`config.mk`:
```
export PLATFORM = sky130hd
export DESIGN_NAME = cpu16_mov_add_sub_cmp_unit_top
export DESIGN_NICKNAME = d
export VERILOG_FILES = /design/src/rtl/c16alu_pkg.sv /design/src/rtl/c16alu_front.sv /design/src/rtl/c16alu_queue.sv /design/src/rtl/c16alu_back.sv /design/src/rtl/cpu16_mov_add_sub_cmp_unit_top.sv
export SDC_FILE = /design/constraint.sdc
export NUM_CORES = 1
export LEC_CHECK = 0
export BUFFER_PORTS_ARGS = -buffer_cell sky130_fd_sc_hd__buf_2
export CAP_MARGIN = 40
export CORE_ASPECT_RATIO = 2
export CORE_UTILIZATION = 61
export CTS_BUF_LIST = sky130_fd_sc_hd__clkbuf_4 sky130_fd_sc_hd__clkbuf_8
export DETAILED_ROUTE_END_ITERATION = 10
export PLACE_DENSITY = 0.81
export SETUP_SLACK_MARGIN = 0.02
export SYNTH_ARGS = -nofsm -noshare
export SYNTH_HDL_FRONTEND = slang
export SYNTH_SLANG_ARGS = --single-unit
```
`constraint.sdc`:
```
create_clock -name clk -period 6.6 [get_ports clk]
set_input_delay 1.65 -clock clk [delete_from_list [all_inputs] [get_ports clk]]
set_output_delay 1.65 -clock clk [all_outputs]
set_load 0.01 [all_outputs]
```
`src/rtl/c16alu_pkg.sv`:
```
// ----------------------------------------------------------------------------
// c16alu package
// shared types and constants of the 16-bit mov/add/sub/cmp execute unit
// ----------------------------------------------------------------------------
package c16alu_pkg;

    localparam int unsigned NUM_REGS  = 12;
    localparam int unsigned REG_IDX_W = 4;
    localparam int unsigned DATA_W    = 16;
    localparam int unsigned BYTE_W    = 8;

    typedef enum logic [1:0] {
        OP_MOV = 2'd0,
        OP_ADD = 2'd1,
        OP_SUB = 2'd2,
        OP_CMP = 2'd3
    } op_t;

    // command transaction as it arrives
    typedef struct packed {
        op_t                  op;
        logic                 wide;
        logic [3:0]           dst_reg;
        logic                 src_is_imm;
        logic [3:0]           src_reg;
        logic [DATA_W-1:0]    imm_value;
    } cmd_t;

    // response transaction
    typedef struct packed {
        logic [DATA_W-1:0]    dst_value;
        logic                 carry;
        logic                 parity;
        logic                 aux_carry;
        logic                 zero;
        logic                 sign;
        logic                 overflow;
    } rsp_t;

    // status flags as kept in the back end
    typedef struct packed {
        logic                 overflow;
        logic                 sign;
        logic                 zero;
        logic                 aux_carry;
        logic                 parity;
        logic                 carry;
    } flags_t;

    // decoded operation passed from front end to back end
    typedef struct packed {
        op_t                  op;
        logic                 wide;
        logic [REG_IDX_W-1:0] dst_idx;
        logic                 dst_hi;
        logic                 dst_ok;
        logic                 src_is_imm;
        logic [REG_IDX_W-1:0] src_idx;
        logic                 src_hi;
        logic                 src_ok;
        logic [DATA_W-1:0]    imm;
    } uop_t;

endpackage

```
`src/rtl/c16alu_front.sv`:
```
// ----------------------------------------------------------------------------
// c16alu front end
// takes command transactions and decodes register codes into word slots
// ----------------------------------------------------------------------------
module c16alu_front (
    input  logic              cmd_valid,
    output logic              cmd_ready,
    input  c16alu_pkg::cmd_t  cmd,
    output logic              push_valid,
    input  logic              push_ready,
    output c16alu_pkg::uop_t  push_data
);
    import c16alu_pkg::*;

    logic dst_in_range;
    logic src_in_range;

    assign cmd_ready  = push_ready;
    assign push_valid = cmd_valid;

    assign dst_in_range = (cmd.dst_reg < REG_IDX_W'(NUM_REGS));
    assign src_in_range = (cmd.src_reg < REG_IDX_W'(NUM_REGS));

    always_comb
    begin
        push_data.op         = cmd.op;
        push_data.wide       = cmd.wide;
        push_data.src_is_imm = cmd.src_is_imm;
        if (cmd.wide)
        begin
            // word codes past the last register read as zero, writes dropped
            push_data.dst_idx = dst_in_range ? cmd.dst_reg : '0;
            push_data.dst_hi  = 1'b0;
            push_data.dst_ok  = dst_in_range;
            push_data.src_idx = src_in_range ? cmd.src_reg : '0;
            push_data.src_hi  = 1'b0;
            push_data.src_ok  = src_in_range;
            push_data.imm     = cmd.imm_value;
        end
        else
        begin
            // byte codes: bit 2 picks the high half of word 0-3, bit 3 ignored
            push_data.dst_idx = {2'b00, cmd.dst_reg[1:0]};
            push_data.dst_hi  = cmd.dst_reg[2];
            push_data.dst_ok  = 1'b1;
            push_data.src_idx = {2'b00, cmd.src_reg[1:0]};
            push_data.src_hi  = cmd.src_reg[2];
            push_data.src_ok  = 1'b1;
            push_data.imm     = {{(DATA_W-BYTE_W){1'b0}}, cmd.imm_value[BYTE_W-1:0]};
        end
    end

endmodule

```
`src/rtl/c16alu_queue.sv`:
```
// ----------------------------------------------------------------------------
// c16alu queue
// short fifo of decoded operations between front end and back end
// ----------------------------------------------------------------------------
module c16alu_queue #(
    parameter int unsigned Depth = 2
) (
    input  logic              clk,
    input  logic              rst_n,
    input  logic              push_valid,
    output logic              push_ready,
    input  c16alu_pkg::uop_t  push_data,
    output logic              pop_valid,
    input  logic              pop_ready,
    output c16alu_pkg::uop_t  pop_data
);
    import c16alu_pkg::*;

    localparam int unsigned PtrW = (Depth > 1) ? $clog2(Depth) : 1;
    localparam int unsigned CntW = $clog2(Depth + 1);

    uop_t            entry_reg [Depth];
    logic [PtrW-1:0] wr_ptr_reg;
    logic [PtrW-1:0] wr_ptr_next;
    logic [PtrW-1:0] rd_ptr_reg;
    logic [PtrW-1:0] rd_ptr_next;
    logic [CntW-1:0] count_reg;
    logic [CntW-1:0] count_next;
    logic            push_fire;
    logic            pop_fire;

    assign push_ready = (count_reg != CntW'(Depth));
    assign pop_valid  = (count_reg != '0);
    assign pop_data   = entry_reg[rd_ptr_reg];
    assign push_fire  = push_valid && push_ready;
    assign pop_fire   = pop_valid && pop_ready;

    assign wr_ptr_next = (wr_ptr_reg == PtrW'(Depth - 1)) ? '0 : wr_ptr_reg + 1'b1;
    assign rd_ptr_next = (rd_ptr_reg == PtrW'(Depth - 1)) ? '0 : rd_ptr_reg + 1'b1;

    always_comb
    begin
        unique case ({push_fire, pop_fire})
            2'b10:   count_next = count_reg + 1'b1;
            2'b01:   count_next = count_reg - 1'b1;
            default: count_next = count_reg;
        endcase
    end

    always_ff @(posedge clk or negedge rst_n)
    begin
        if (!rst_n)
        begin
            wr_ptr_reg <= '0;
            rd_ptr_reg <= '0;
            count_reg  <= '0;
        end
        else
        begin
            if (push_fire)
            begin
                wr_ptr_reg <= wr_ptr_next;
            end
            if (pop_fire)
            begin
                rd_ptr_reg <= rd_ptr_next;
            end
            count_reg <= count_next;
        end
    end

    always_ff @(posedge clk)
    begin
        if (push_fire)
        begin
            entry_reg[wr_ptr_reg] <= push_data;
        end
    end

endmodule

```
`src/rtl/c16alu_back.sv`:
```
// ----------------------------------------------------------------------------
// c16alu back end
// register file read, alu and flags, write back and response register
// ----------------------------------------------------------------------------
module c16alu_back (
    input  logic              clk,
    input  logic              rst_n,
    input  logic              pop_valid,
    output logic              pop_ready,
    input  c16alu_pkg::uop_t  pop_data,
    output logic              rsp_valid,
    input  logic              rsp_ready,
    output c16alu_pkg::rsp_t  rsp
);
    import c16alu_pkg::*;

    // register file and its per-entry valid bits
    logic [DATA_W-1:0]    rf_mem_reg [NUM_REGS];
    logic [NUM_REGS-1:0]  rf_valid_reg;

    // execute stage
    logic                 ex_valid_reg;
    uop_t                 ex_uop_reg;
    logic [DATA_W-1:0]    dst_word_reg;
    logic [DATA_W-1:0]    src_word_reg;
    logic                 dst_vld_reg;
    logic                 src_vld_reg;

    // last write, forwarded to the read that raced it
    logic                 lw_valid_reg;
    logic [REG_IDX_W-1:0] lw_idx_reg;
    logic [DATA_W-1:0]    lw_data_reg;

    flags_t               flags_reg;
    flags_t               flags_next;
    logic                 rsp_valid_reg;
    rsp_t                 rsp_reg;
    rsp_t                 rsp_next;

    logic                 issue;
    logic                 ex_fire;
    logic [DATA_W-1:0]    a_word;
    logic [DATA_W-1:0]    s_word;
    logic [BYTE_W-1:0]    a_byte;
    logic [BYTE_W-1:0]    s_byte;
    logic [DATA_W-1:0]    opa;
    logic [DATA_W-1:0]    opb;
    logic                 is_sub;
    logic [DATA_W:0]      sum_w;
    logic [DATA_W:0]      diff_w;
    logic [DATA_W:0]      raw;
    logic [4:0]           nib_sum;
    logic [4:0]           nib_diff;
    logic [DATA_W-1:0]    res;
    logic                 msb_a;
    logic                 msb_b;
    logic                 msb_r;
    logic [DATA_W-1:0]    wr_val;
    logic [DATA_W-1:0]    wr_word;
    logic                 wr_en;

    assign ex_fire   = ex_valid_reg && (!rsp_valid_reg || rsp_ready);
    assign pop_ready = !ex_valid_reg || ex_fire;
    assign issue     = pop_valid && pop_ready;

    // operand words with forwarding of the write made on the read edge
    always_comb
    begin
        if (!ex_uop_reg.dst_ok)
            a_word = '0;
        else if (lw_valid_reg && (lw_idx_reg == ex_uop_reg.dst_idx))
            a_word = lw_data_reg;
        else
            a_word = dst_vld_reg ? dst_word_reg : '0;

        if (!ex_uop_reg.src_ok)
            s_word = '0;
        else if (lw_valid_reg && (lw_idx_reg == ex_uop_reg.src_idx))
            s_word = lw_data_reg;
        else
            s_word = src_vld_reg ? src_word_reg : '0;
    end

    assign a_byte = ex_uop_reg.dst_hi ? a_word[DATA_W-1:BYTE_W] : a_word[BYTE_W-1:0];
    assign s_byte = ex_uop_reg.src_hi ? s_word[DATA_W-1:BYTE_W] : s_word[BYTE_W-1:0];

    assign opa = ex_uop_reg.wide ? a_word : {{(DATA_W-BYTE_W){1'b0}}, a_byte};
    assign opb = ex_uop_reg.src_is_imm ? ex_uop_reg.imm :
                 ex_uop_reg.wide       ? s_word :
                                         {{(DATA_W-BYTE_W){1'b0}}, s_byte};

    // alu
    assign is_sub   = (ex_uop_reg.op != OP_ADD);
    assign sum_w    = {1'b0, opa} + {1'b0, opb};
    assign diff_w   = {1'b0, opa} - {1'b0, opb};
    assign nib_sum  = {1'b0, opa[3:0]} + {1'b0, opb[3:0]};
    assign nib_diff = {1'b0, opa[3:0]} - {1'b0, opb[3:0]};
    assign raw      = is_sub ? diff_w : sum_w;
    assign res      = ex_uop_reg.wide ? raw[DATA_W-1:0]
                                      : {{(DATA_W-BYTE_W){1'b0}}, raw[BYTE_W-1:0]};

    assign msb_a = ex_uop_reg.wide ? opa[DATA_W-1] : opa[BYTE_W-1];
    assign msb_b = ex_uop_reg.wide ? opb[DATA_W-1] : opb[BYTE_W-1];
    assign msb_r = ex_uop_reg.wide ? res[DATA_W-1] : res[BYTE_W-1];

    always_comb
    begin
        if (ex_uop_reg.op == OP_MOV)
        begin
            flags_next = flags_reg;
        end
        else
        begin
            flags_next.carry     = ex_uop_reg.wide ? raw[DATA_W] : raw[BYTE_W];
            flags_next.parity    = ~^res[BYTE_W-1:0];
            flags_next.aux_carry = is_sub ? nib_diff[4] : nib_sum[4];
            flags_next.zero      = (res == '0);
            flags_next.sign      = msb_r;
            flags_next.overflow  = is_sub ? ((msb_a ^ msb_b) & (msb_a ^ msb_r))
                                          : (~(msb_a ^ msb_b) & (msb_a ^ msb_r));
        end
    end

    // write back: byte writes merge into the current word
    assign wr_val = (ex_uop_reg.op == OP_MOV) ? opb : res;
    always_comb
    begin
        if (ex_uop_reg.wide)
            wr_word = wr_val;
        else if (ex_uop_reg.dst_hi)
            wr_word = {wr_val[BYTE_W-1:0], a_word[BYTE_W-1:0]};
        else
            wr_word = {a_word[DATA_W-1:BYTE_W], wr_val[BYTE_W-1:0]};
    end
    assign wr_en = ex_fire && ex_uop_reg.dst_ok && (ex_uop_reg.op != OP_CMP);

    always_comb
    begin
        if (!ex_uop_reg.dst_ok)
            rsp_next.dst_value = '0;
        else if (ex_uop_reg.op == OP_CMP)
            rsp_next.dst_value = opa;
        else
            rsp_next.dst_value = wr_val;
        rsp_next.carry     = flags_next.carry;
        rsp_next.parity    = flags_next.parity;
        rsp_next.aux_carry = flags_next.aux_carry;
        rsp_next.zero      = flags_next.zero;
        rsp_next.sign      = flags_next.sign;
        rsp_next.overflow  = flags_next.overflow;
    end

    // register file storage and operand reads
    always_ff @(posedge clk)
    begin
        if (wr_en)
        begin
            rf_mem_reg[ex_uop_reg.dst_idx] <= wr_word;
        end
        if (issue)
        begin
            dst_word_reg <= rf_mem_reg[pop_data.dst_idx];
            src_word_reg <= rf_mem_reg[pop_data.src_idx];
            ex_uop_reg   <= pop_data;
        end
        if (wr_en)
        begin
            lw_idx_reg  <= ex_uop_reg.dst_idx;
            lw_data_reg <= wr_word;
        end
        if (ex_fire)
        begin
            rsp_reg <= rsp_next;
        end
    end

    always_ff @(posedge clk or negedge rst_n)
    begin
        if (!rst_n)
        begin
            rf_valid_reg  <= '0;
            dst_vld_reg   <= 1'b0;
            src_vld_reg   <= 1'b0;
            ex_valid_reg  <= 1'b0;
            lw_valid_reg  <= 1'b0;
            flags_reg     <= '0;
            rsp_valid_reg <= 1'b0;
        end
        else
        begin
            if (wr_en)
            begin
                rf_valid_reg[ex_uop_reg.dst_idx] <= 1'b1;
                lw_valid_reg                     <= 1'b1;
            end
            if (issue)
            begin
                dst_vld_reg <= rf_valid_reg[pop_data.dst_idx];
                src_vld_reg <= rf_valid_reg[pop_data.src_idx];
            end
            if (pop_ready)
            begin
                ex_valid_reg <= pop_valid;
            end
            if (ex_fire)
            begin
                flags_reg     <= flags_next;
                rsp_valid_reg <= 1'b1;
            end
            else if (rsp_ready)
            begin
                rsp_valid_reg <= 1'b0;
            end
        end
    end

    assign rsp_valid = rsp_valid_reg;
    assign rsp       = rsp_reg;

endmodule

```
`src/rtl/cpu16_mov_add_sub_cmp_unit_top.sv`:
```
// ----------------------------------------------------------------------------
// cpu16 mov/add/sub/cmp execute unit
// register/immediate mov, add, sub, cmp on twelve 16-bit registers and flags
// ----------------------------------------------------------------------------
//
//  channel | direction | handshake             | payload
//  --------+-----------+-----------------------+---------------------------
//  cmd     | in        | cmd_valid / cmd_ready | cmd_t: op, width, regs, imm
//  rsp     | out       | rsp_valid / rsp_ready | rsp_t: dst value, six flags
//
//  one transaction per cycle sustained while rsp is not stalled, set by the register file
//  read-modify-write, one alu pass per cycle in the execute stage
//  a taken cmd transaction reaches rsp_valid through the queue, then register
//  read, then execute into the response register
//  reset clears queue, valids, flags and register valid bits; no sweep
//  a stalled rsp holds execute, the queue fills, then cmd_ready drops
//
module cpu16_mov_add_sub_cmp_unit_top #(
    parameter int unsigned QueueDepth = 2
) (
    input  logic              clk,
    input  logic              rst_n,
    input  logic              cmd_valid,
    output logic              cmd_ready,
    input  c16alu_pkg::cmd_t  cmd,
    output logic              rsp_valid,
    input  logic              rsp_ready,
    output c16alu_pkg::rsp_t  rsp
);
    import c16alu_pkg::*;

    // decoded operations from the front end into the queue
    logic push_valid;
    logic push_ready;
    uop_t push_data;

    // queue out to the back end
    logic pop_valid;
    logic pop_ready;
    uop_t pop_data;

    // front end: register code decode, byte/word slot mapping
    c16alu_front u_front (
        .cmd_valid  (cmd_valid),
        .cmd_ready  (cmd_ready),
        .cmd        (cmd),
        .push_valid (push_valid),
        .push_ready (push_ready),
        .push_data  (push_data)
    );

    // short queue so front and back stall independently
    c16alu_queue #(
        .Depth (QueueDepth)
    ) u_queue (
        .clk        (clk),
        .rst_n      (rst_n),
        .push_valid (push_valid),
        .push_ready (push_ready),
        .push_data  (push_data),
        .pop_valid  (pop_valid),
        .pop_ready  (pop_ready),
        .pop_data   (pop_data)
    );

    // back end: register file, alu, flags and response register
    c16alu_back u_back (
        .clk        (clk),
        .rst_n      (rst_n),
        .pop_valid  (pop_valid),
        .pop_ready  (pop_ready),
        .pop_data   (pop_data),
        .rsp_valid  (rsp_valid),
        .rsp_ready  (rsp_ready),
        .rsp        (rsp)
    );

endmodule

```
==> results of run 1 <==
worst paths after layout:
check / start / to / slack, ns / cells after the start
worst max register to register: u_back.lw_idx_reg[0] / u_back.rf_mem_reg[7][13] / 0.37 / 22
worst min-delay path: u_back.flags_reg[2] / u_back.flags_reg[2] / 0.49 / 2
max in group asynchronous: rst_n / u_queue.rd_ptr_reg / 5.03 / 1
worst min register to register: u_back.flags_reg[2] / u_back.flags_reg[2] / 0.49 / 2
min in group asynchronous: rst_n / u_back.rf_valid_reg[10] / 1.04 / 1
worst max-delay path: u_back.lw_idx_reg[0] / u_back.rf_mem_reg[7][13] / 0.37 / 22
placed cells by master (no fill, tap or decap), types with 10 or more instances in the layout:
| cell | count |
|---|---|
| sky130_fd_sc_hd__nand2_1 | 532 |
| sky130_fd_sc_hd__edfxtp_1 | 362 |
| sky130_fd_sc_hd__nand3_1 | 220 |
| sky130_fd_sc_hd__a21oi_1 | 73 |
| sky130_fd_sc_hd__o21ai_0 | 63 |
| sky130_fd_sc_hd__clkbuf_8 | 58 |
| sky130_fd_sc_hd__buf_2 | 58 |
| sky130_fd_sc_hd__buf_4 | 54 |
| sky130_fd_sc_hd__nor2_1 | 53 |
| sky130_fd_sc_hd__a31oi_1 | 53 |
| sky130_fd_sc_hd__xnor2_1 | 34 |
| sky130_fd_sc_hd__and3_1 | 31 |
| sky130_fd_sc_hd__mux2_2 | 28 |
| sky130_fd_sc_hd__dfrtp_1 | 26 |
| sky130_fd_sc_hd__a311oi_1 | 23 |
| sky130_fd_sc_hd__ha_1 | 22 |
| sky130_fd_sc_hd__and2_1 | 21 |
| sky130_fd_sc_hd__inv_1 | 21 |
| sky130_fd_sc_hd__nand2b_1 | 16 |
| sky130_fd_sc_hd__clkbuf_4 | 15 |
| sky130_fd_sc_hd__or2_2 | 13 |
| sky130_fd_sc_hd__mux2i_1 | 12 |
| sky130_fd_sc_hd__nor2b_1 | 11 |
| sky130_fd_sc_hd__xor2_1 | 11 |
| sky130_fd_sc_hd__clkinv_1 | 11 |
| sky130_fd_sc_hd__o21ai_1 | 10 |
worst max-delay path: stages, from the launching register on:
cell                       delay [ns]
sky130_fd_sc_hd__edfxtp_1        0.44
sky130_fd_sc_hd__xnor2_1         0.31
sky130_fd_sc_hd__and3_1          0.48
sky130_fd_sc_hd__nand2_1         0.24
sky130_fd_sc_hd__a31oi_1         0.30
sky130_fd_sc_hd__o221ai_1        0.28
sky130_fd_sc_hd__inv_2           0.11
sky130_fd_sc_hd__ha_1            0.19
sky130_fd_sc_hd__inv_1           0.06
sky130_fd_sc_hd__nor4_2          0.47
sky130_fd_sc_hd__a21oi_1         0.15
sky130_fd_sc_hd__xnor2_1         0.33
sky130_fd_sc_hd__ha_1            0.37
sky130_fd_sc_hd__a21o_1          0.20
sky130_fd_sc_hd__a21o_1          0.20
sky130_fd_sc_hd__a21o_1          0.19
sky130_fd_sc_hd__o21bai_1        0.22
sky130_fd_sc_hd__a31oi_1         0.21
sky130_fd_sc_hd__mux2_2          0.36
sky130_fd_sc_hd__o21ai_0         0.29
sky130_fd_sc_hd__nand2_1         0.10
sky130_fd_sc_hd__o21ai_0         0.23
sky130_fd_sc_hd__buf_2           0.31
final cells by class:
cell class | count | area [µm²]
multi-input cells | 1330 | 7233
fillers | 2230 | 9553
clock buffers | 73 | 910.9
clock inverters | 23 | 182.7
flip-flops and latches | 389 | 11550
well taps | 418 | 523.0
repair buffers | 116 | 798.3
diodes | 1 | 2.502
inverters | 28 | 105.1
per-stage QoR:
step | hold slack, ns | worst slack, ns | cells | cell area [µm²] | utilization (%)
floorplan | 0.4466 | 0.4815 | 1866 | 19200 | -
global placement | 0.4690 | 0.6021 | 2268 | 20040 | 64.96
detailed placement | 0.4800 | 0.6192 | 2278 | 20190 | 65.42
CTS | 0.4921 | 0.5203 | 2374 | 21280 | 68.97
global route | 0.5132 | 0.04830 | 2377 | 21300 | 69.03
finish | 0.4937 | 0.3706 | 2378 | 21300 | 69.04
logic make-up (layout without fill, tap and decap cells):
family / count (synthesis) / after routing
adder cells (fa/ha/maj): 23 / 23
multiplexers: 49 / 49
AO/OA/AOI/OAI: 275 / 275
XOR/XNOR: 45 / 45
AND/OR/NAND/NOR: 938 / 938
other: 0 / 1
buffers and inverters: 147 / 240
flip-flops: 389 / 389
metal layers:
| metal | share of wire, % | vias to the layer above |
|---|---|---|
| met5 | 0 | - |
| met4 | 8.7 | 0 |
| met3 | 8.0 | 282 |
| met2 | 52 | 895 |
| met1 | 31 | 7243 |
| li1 | - | 6786 |
==> out/results.txt, run 1 <==
STA classifies the critical path startpoint as a flip-flop. The first-pass GRT wire length came out at 84.95 mm. Entering global routing, the biggest net connects 84 pins. The arrival time at the worst endpoint came out at 6.70 ns. In this run the worst path has a maximum fanout of 15. The logs give 56 for the I/O pin total and 36.58% for the routing usage on met1. Counting instances in the post-synthesis netlist gives the leading cell types as 532 x sky130_fd_sc_hd__nand2_1, 362 x sky130_fd_sc_hd__edfxtp_1, 220 x sky130_fd_sc_hd__nand3_1, 96 x sky130_fd_sc_hd__clkbuf_1, 74 x sky130_fd_sc_hd__a21oi_1. The area inside the core boundary was 0.03086 mm²; the flip-flop and latch count after synthesis was 389.

Dividing the synthesized area by the synthesized cell count gives 10.29 µm². Dividing the detail-routed wire length by the instance count gives 23.74 µm. Buffers added to address setup during post-CTS repair amount to 0. The share of the Yosys chip area taken by registers is 60.14%.

Global routing's busiest layer: met2. After global routing the overflow that remains totals 0. Synthesis produced a netlist with a net count of 1921. The register clock-pin slew on the reported worst setup and hold paths was 0.07 ns. The worst path required time is 7.08 ns, and the share of flip-flops with an asynchronous set or reset is 6.941%.

Before antenna repair, the detailed router went through 6 iterations. The die covers 0.03223 mm². The run gives 0 as the count of nets left with antenna violations after detail routing.

The number of hold violations in the final report is 0. The final route contains 15206 vias. The cell count after synthesis came out at 1866. Multiplexer cells account for 2.868% of the synthesized area. The area of the mapped netlist was 0.01920 mm²; the final number of max-transition violations was 0. The total negative slack was 0 ns; the weighted congestion at the end of routability-driven global placement was 0.9929. Via count of the first global-routing pass: 15148. The most used flip-flop cell after synthesis was sky130_fd_sc_hd__edfxtp_1. The number of buffers on the longest clock path is 3.

The tools report the cell chosen for the clock root as sky130_fd_sc_hd__clkbuf_8. Overall routed net length: 56.46 mm. In the routed layout, each cell is associated on average with a via count of 6.394.

The H-tree was split into 2 levels. The count of input and output buffers was 55; the max-slew headroom at the worst pin was 31.11%. The post-synthesis share of cell area spent on xor and xnor gates is 2.053%. The initial antenna violation count came out at 1. Global routing used 35.93% of the available tracks across all layers. By instance count, the leading cell after synthesis is sky130_fd_sc_hd__nand2_1. For this configuration, the core starts out at a cell density of 62.22%.

Summing the areas of all compound-gate instances in the mapped netlist gives 8.811% of the synthesized area. The slew at the pin closest to its max-slew limit came out at 1.026 ns. The post-cts sizing count was 0; the final critical-path required period was 6.229 ns. The number of warning messages in the yosys log came out at 0. The area fraction in and, or, nand and nor cells after synthesis is 21.64%, and the total of endpoints with negative setup slack in the final report is 0. In this run, CTS created clock tree buffers numbering 52. The floorplan step set the die width to 127.4 µm. The flip-flop count of the largest register, all copies and words added came out at 192. The tightest min-delay check is of the flip-flop to flip-flop type. Setup repair after global routing left no endpoint under its margin.

The cell type contributing the most total cell area after synthesis is sky130_fd_sc_hd__edfxtp_1. The fraction of post-synthesis cell area in the top cell type by area is 56.62%. The clock latency at the later pin of the worst-skew pair came out at 0.67 ns. Detailed placer's ending HPWL: 37.30 mm. The flow ran to the end, and the final reports show no timing, DRC or antenna violations.

The critical path in this run is classified as flip-flop to flip-flop. The synthesized netlist devotes 1.538% of its cell area to adder and majority cells. The run gives 60 as the count of cell types in the netlist. For met2 alone, demand over resource in global routing was 63.23%. The tools report the count of hold buffers inserted by post-cts repair as 0.

The setup clock skew after layout was 0.04957 ns; the number of violations reported at the end of detailed-routing iteration 0 was 1919. Largest family of logic cells by synthesized area: simple AND/OR/NAND/NOR gates. After synthesis, the cell types taking the most area are sky130_fd_sc_hd__edfxtp_1 57%, sky130_fd_sc_hd__nand2_1 10%, sky130_fd_sc_hd__nand3_1 5.7%.

The vertical die dimension came out at 252.9 µm. Static timing analysis puts the maximum clock frequency at 160.5 MHz. The global routing usage on met3 is 6.846%. CTS saw 389 sinks. Row generation in the floorplan step produced 91 rows. The worst path uses 94.39% of the clock period. Across the run, the number of max-cap violations was 0. The ratio of cells with drive above 1 in the final layout is 14.24%. The number of enable-type register cells in the synthesized netlist was 362. The type of element capturing the critical path is a flip-flop.

The tools report the DRC violations left as 0. Final net count: 1972. TritonCTS built the clock tree. The area growth from synthesis to layout is 10.96%.
Power of run 1 is left out: the tool's default activity adds up to more than one toggle a clock period on the data nets, which glitch-free logic cannot reach.
==> inputs of run 2 (changes only) <==
--- a/config.mk
+++ b/config.mk
@@ -15,2 +15,3 @@
 export SETUP_SLACK_MARGIN = 0.02
+export SKIP_LAST_GASP = 1
 export SYNTH_ARGS = -nofsm -noshare
==> constraint.sdc (replaced) <==
create_clock -name clk -period 6.6 [get_ports clk]
set_input_delay 1.32 -clock clk [delete_from_list [all_inputs] [get_ports clk]]
set_output_delay 1.32 -clock clk [all_outputs]
set_load 0.01 [all_outputs]
==> run 2 against run 1 <==
Against the previous run:
- critical path depth is 2 lower
- final cell count is 0.13% higher
- clock skew decreased by 0.0058 ns
- register-to-register slack improved by 0.11 ns
- fmax up 1.8%
- critical endpoint is now u_back.rf_mem_reg[8][15]
==> out/results.txt, run 2 (same netlist as run 1, synthesis figures left out) <==
Summed over all nets, the half-perimeter wirelength after detailed placement is 37.03 mm. Clock-pin slew was measured on the worst setup and hold paths at 0.06 ns. In this run the remaining antenna-violating nets after routing total 0.

CTS saw 389 sinks. The pre-antenna-repair detailed-routing pass consisted of 5 iterations. Count of input and output buffers: 55. Arrival time at the worst endpoint: 6.45 ns. The library cells used most frequently in the layout, excluding fill and tap cells, are 532 x sky130_fd_sc_hd__nand2_1, 362 x sky130_fd_sc_hd__edfxtp_1, 220 x sky130_fd_sc_hd__nand3_1. Counting along the longest clock path gives a buffer depth of 3. Setup violations remaining at the end of the flow were counted as 0. For the first-pass GRT wire length, the log shows 84.64 mm. The initial utilization of the core area, before any placement, comes to 62.22%.

In the final layout, the share of cells above drive strength 1 is 14.18%. The logs give 0 ns for the total negative slack and 56 for the I/O pin total. The average routed wire per standard cell is 23.73 µm.

The slew at the pin closest to its max-slew limit was 0.9777 ns. The min-delay analysis places its worst path in the category flip-flop to flip-flop. Worst path required time: 6.94 ns. The vertical die dimension was 252.9 µm; the max-slew headroom at the worst pin was 34.38%. For flop-to-flop paths, the worst setup slack is 0.48 ns. STA classifies the critical path startpoint as a flip-flop. The critical path is of the flip-flop to flip-flop type. After layout, the worst path uses 92.68% of the clock period. The overall routed net length is 56.50 mm. Leaving out fill and tap cells, the most frequent cell in the layout is sky130_fd_sc_hd__nand2_1. The area inside the core boundary came out at 0.03086 mm². For this run, the top clock speed supported by timing is 163.5 MHz.

Weighted congestion at the end of routability-driven global placement: 1.005. In the routed layout, each cell is associated on average with a via count of 6.369. The worst setup path is captured at a flip-flop. Maximum number of pins on one net before global-route repair: 72.

Counting the fill cells in the layout gives 2236. For this run, design rule violations remaining after detail routing come to 0. The run gives 52 as the CTS buffer count. The clock period could shrink to 6.117 ns. In this run the worst path has a maximum fanout of 16.

The tools report the initial antenna violation count as 3. The floorplan step defined a die boundary enclosing 0.03223 mm². The final net count was 1973. The H-tree generated during clock tree synthesis spans 2 levels.

Global routing finished with a remaining overflow of 0. The tools report the max-capacitance violation count as 0. The number of hold violations in the final report was 0; the area growth from synthesis to layout was 10.83%. Hold repair after CTS inserted 0 buffers. The first routing iteration left 1537 violations. For the clock latency at the later pin of the worst-skew pair, the log shows 0.63 ns.

The final number of max-transition violations is 0, and the horizontal die dimension is 127.4 µm. The tree is rooted in a sky130_fd_sc_hd__clkbuf_8. The flow ran to the end, and the final reports show no timing, DRC or antenna violations. The detailed router placed 15165 vias in this run. The register with the most flip-flops in the layout has 192 of them. Clock skew on the completed layout was measured at 0.04375 ns. TritonCTS built the clock tree.

The run gives 15110 as the via count of the first global-routing pass. Setup repair after global routing left no endpoint under its margin. After floorplanning, the core was divided into 91 placement rows. The total track usage is 35.83%.
-- run 2: changes by cell type in the layout (fill, tap and decap cells not counted), sizes merged --
cell / delta
buf: +1
bufinv: -1
clkbuf: -1
clkinv: +4
clkinvlp: -2
diode: +1
inv: +1
-- run 2: through the flow --
step	hold slack [ns]	std cells	setup slack, ns	util, %	instance area, µm²
finish	0.4866	2381	0.4828	68.96	21280
global route	0.5140	2380	0.03878	68.95	21280
CTS	0.4913	2376	0.2662	68.84	21240
detailed placement	0.4775	2279	0.3119	65.44	20190
global placement	0.4610	2267	0.5748	64.94	20040
floorplan	0.4466	1866	0.8115	-	19200
-- run 2: timing repair --
item | in CTS | in global routing
setup endpoints to repair | 0 | 26
gates resized for setup | 0 | 2
buffers inserted | 0 | 0
-- run 2: final timing paths --
| path | startpoint | endpoint | cells past startpoint |
|---|---|---|---|
| max | u_back.lw_idx_reg[2] | u_back.rf_mem_reg[8][15] | 20 |
| min | u_back.flags_reg[3] | u_back.flags_reg[3] | 2 |
| max reg2reg | u_back.lw_idx_reg[2] | u_back.rf_mem_reg[8][15] | 20 |
| min reg2reg | u_back.flags_reg[3] | u_back.flags_reg[3] | 2 |
| max in group asynchronous | rst_n | u_queue.rd_ptr_reg | 1 |
| min in group asynchronous | rst_n | u_back.flags_reg[1] | 1 |
-- run 2: worst max-delay path, stage by stage (launching register included) --
cell and delay, ns:
sky130_fd_sc_hd__edfxtp_1 0.43, sky130_fd_sc_hd__xnor2_1 0.28, sky130_fd_sc_hd__and3_1 0.53, sky130_fd_sc_hd__nand2_1 0.26
sky130_fd_sc_hd__a31oi_1 0.31, sky130_fd_sc_hd__o221ai_1 0.27, sky130_fd_sc_hd__inv_2 0.11, sky130_fd_sc_hd__ha_1 0.18
sky130_fd_sc_hd__inv_1 0.06, sky130_fd_sc_hd__nor4_2 0.47, sky130_fd_sc_hd__a21oi_1 0.16, sky130_fd_sc_hd__xnor2_1 0.18
sky130_fd_sc_hd__ha_1 0.40, sky130_fd_sc_hd__a21o_1 0.20, sky130_fd_sc_hd__a21o_1 0.20, sky130_fd_sc_hd__a21o_1 0.19
sky130_fd_sc_hd__o21bai_1 0.21, sky130_fd_sc_hd__a311oi_1 0.35, sky130_fd_sc_hd__mux2i_1 0.31, sky130_fd_sc_hd__mux2i_1 0.19
sky130_fd_sc_hd__a21oi_2 0.53
-- run 2: cell type report --
class	instances	area, µm²	share of cell area [%]
repair buffers	117	805.8	3.787
well taps	418	523.0	2.458
inverters	28	105.1	0.4939
clock inverters	25	157.7	0.7409
multi-input cells	1330	7243	34.04
clock buffers	72	890.9	4.187
diodes	2	5.005	0.02352
flip-flops and latches	389	11550	54.27
-- run 2: metal layers --
metal	share of wire, %	routed length (µm)	vias to the layer above	GRT usage [%]
li1	-	-	6791	-
met1	31	17650	7276	36.10
met2	53	29750	841	63.39
met3	7.7	4347	257	7.268
met4	8.4	4749	0	28.84
met5	0	0	-	0
Power of run 2 is left out for the same reason.
==> inputs of run 3 (changes only) <==
- clock period: 6.6 -> 6.25 ns (I/O delays scaled with it)
==> run 3 against run 2 <==
Against the previous run:
- wire length is 0.14% higher
- die area is the same
- cell area is 0.14% higher
- critical path depth unchanged
- flip-flop and latch count unchanged
- utilization grew 0.097 points
- final cell count increased by 0.21%
- worst setup slack worse by 0.13 ns
==> out/results.txt, run 3 (same netlist as run 1, synthesis figures left out) <==
The setup clock skew after layout came out at 0.03613 ns. The type of element capturing the critical path is a flip-flop. The top achievable clock speed was 169.5 MHz; the count of hold buffers inserted by post-cts repair was 0.

Cells fill 69.06% of the core in the end. The register clock-pin slew on the reported worst setup and hold paths was 0.09 ns; the maximum number of pins on one net before global-route repair was 74. Dividing the detail-routed wire length by the instance count gives 23.71 µm. The first TritonRoute pass finished after 6 iterations. Summed over all nets, wire length on met3 after detailed routing comes to 4.619 mm. The register with the most flip-flops in the layout has 192 of them. The topmost layer with routed signal wires is met5. The flow ran to the end, and the final reports show no timing, DRC or antenna violations.

Of the available clock period, the critical path in the final layout requires 94.37%. Number of violations reported at the end of detailed-routing iteration 0: 1768. At the pin with the least slew margin, the transition time is 0.9784 ns. The number of vias after detailed routing is 15288. The total congestion overflow was 0; the overall routed net length was 56.58 mm. STA classifies the critical path startpoint as a flip-flop.

The H-tree generated during clock tree synthesis spans 2 levels. The library cells used most frequently in the layout, excluding fill and tap cells, are 532 x sky130_fd_sc_hd__nand2_1, 362 x sky130_fd_sc_hd__edfxtp_1, 220 x sky130_fd_sc_hd__nand3_1. The max-slew headroom at the worst pin was 34.34%. For the clock latency at the later pin of the worst-skew pair, the log shows 0.62 ns. The horizontal die dimension came out at 127.4 µm. Leaving out fill and tap cells, the most frequent cell in the layout is sky130_fd_sc_hd__nand2_1. The tools report the worst setup path startpoint as u_back.lw_idx_reg[3]. The endpoint of the most critical setup path is u_back.rf_mem_reg[6][13].

56 I/O pins were placed. Total track usage: 35.80%. For the count of nets left with antenna violations after detail routing, the log shows 0. For the arrival time at the worst endpoint, the log shows 6.34 ns. Weighted congestion at the end of routability-driven global placement: 0.9863. The logs give 29.85 mm for the met2 wire length and 6.69 ns for the worst path required time. The floorplan has 91 rows. The via count of the first global-routing pass was 15029; the final number of max-transition violations was 0. The first global-routing pass estimated 84.77 mm of wire. The core region is 0.03086 mm². The number of cells traversed by the worst register-to-register path is 20.

The max-capacitance violation count is 0, and the area growth from synthesis to layout is 10.99%. The detailed router put a total of 17.31 mm of wire on met1. Setup violations remaining at the end of the flow were counted as 0. In this run, placement finished with an instance count of 2283.

The number of vias per cell is 6.407. The tools report the number of buffers on the longest clock path as 3. The initial standard-cell utilization of the core is 62.22%, and the total negative slack is 0 ns.

Setup repair after global routing left no endpoint under its margin. Ratio of cells with drive above 1 in the final layout: 14.45%. TritonCTS built the clock tree. The worst register-to-register path begins at u_back.lw_idx_reg[3]. The run gives 52 as the CTS buffer count. The critical-path maximum fanout is 22, and the initial antenna violation count is 4. The vertical die dimension was 252.9 µm; the worst hold margin was 0.4908 ns. The number of standard cells in the final layout excluding fillers was 2386; the count of input and output buffers was 55. In this run the critical register-to-register path is captured at u_back.rf_mem_reg[6][13]. The min-delay analysis places its worst path in the category flip-flop to flip-flop. The number of hold violations in the final report was 0; the total clock sinks was 389. The final critical-path required period works out to 5.898 ns. The die covers 0.03223 mm². The DRC violations left was 0; the detailed placer's ending HPWL was 37.31 mm. Clock tree synthesis selected as its root buffer the cell sky130_fd_sc_hd__clkbuf_8.

The category of the most critical setup path is flip-flop to flip-flop. Setup slack on the worst reg-to-reg path comes out at 0.35 ns. In the final design database the tool counted 1977 nets.
-- run 3: per-layer routing --
layer / vias up / GRT usage [%]
met4: 4 / 27.99
met1: 7286 / 37.00
li1: 6800 / -
met5: - / 0
met3: 279 / 6.381
met2: 919 / 63.34
-- run 3: repair_timing --
item	in CTS	in global routing
setup endpoints to repair	0	46
hold endpoints to repair	0	0
setup buffers	0	0
gates resized for setup	0	5
-- run 3: layout make-up --
cell class | count | area, µm²
inverter | 28 | 105.1
tap | 418 | 523.0
fill | 2246 | 9548
clock inverter | 28 | 162.7
sequential | 389 | 11550
clock buffer | 70 | 882.1
antenna | 2 | 5.005
timing repair buffer | 121 | 823.3
multi-input combinational | 1330 | 7259
-- run 3: critical path, cell delays in order (launching register included) --
cell and delay [ns]:
sky130_fd_sc_hd__edfxtp_1 0.41, sky130_fd_sc_hd__xnor2_1 0.26, sky130_fd_sc_hd__and3_1 0.29, sky130_fd_sc_hd__buf_4 0.27
sky130_fd_sc_hd__and2_1 0.33, sky130_fd_sc_hd__a21oi_1 0.15, sky130_fd_sc_hd__o221ai_1 0.69, sky130_fd_sc_hd__nor3_1 0.12
sky130_fd_sc_hd__a21oi_1 0.25, sky130_fd_sc_hd__xnor2_2 0.26, sky130_fd_sc_hd__ha_1 0.40, sky130_fd_sc_hd__a21o_1 0.21
sky130_fd_sc_hd__a21o_1 0.19, sky130_fd_sc_hd__a21o_1 0.18, sky130_fd_sc_hd__o21bai_1 0.22, sky130_fd_sc_hd__a31oi_1 0.22
sky130_fd_sc_hd__mux2_2 0.36, sky130_fd_sc_hd__o21ai_0 0.28, sky130_fd_sc_hd__nand2_1 0.11, sky130_fd_sc_hd__o21ai_0 0.21
sky130_fd_sc_hd__buf_2 0.30
-- run 3: worst min path at each step --
| stage | slack, ns | to | from | depth (start not counted) |
|---|---|---|---|---|
| after floorplan | 0.45 | u_back.flags_reg[1] | u_back.flags_reg[1] | 2 |
| after CTS | 0.49 | u_back.flags_reg[1] | u_back.flags_reg[1] | 2 |
| after detailed placement | 0.47 | u_back.flags_reg[1] | u_back.flags_reg[1] | 2 |
| after global placement | 0.47 | u_back.flags_reg[4] | u_back.flags_reg[4] | 2 |
| final | 0.49 | u_back.flags_reg[1] | u_back.flags_reg[1] | 2 |
| after global routing | 0.52 | u_back.flags_reg[4] | u_back.flags_reg[4] | 2 |
-- run 3: metrics by stage --
stage	instance area, µm²	setup WS [ns]
6_report	21310	0.3518
5_1_grt	21310	0.08812
4_1_cts	21260	0.1608
3_5_place_dp	20210	0.1935
3_3_place_gp	20100	0.3260
2_1_floorplan	19200	0.5315
Power of run 3 is left out for the same reason.
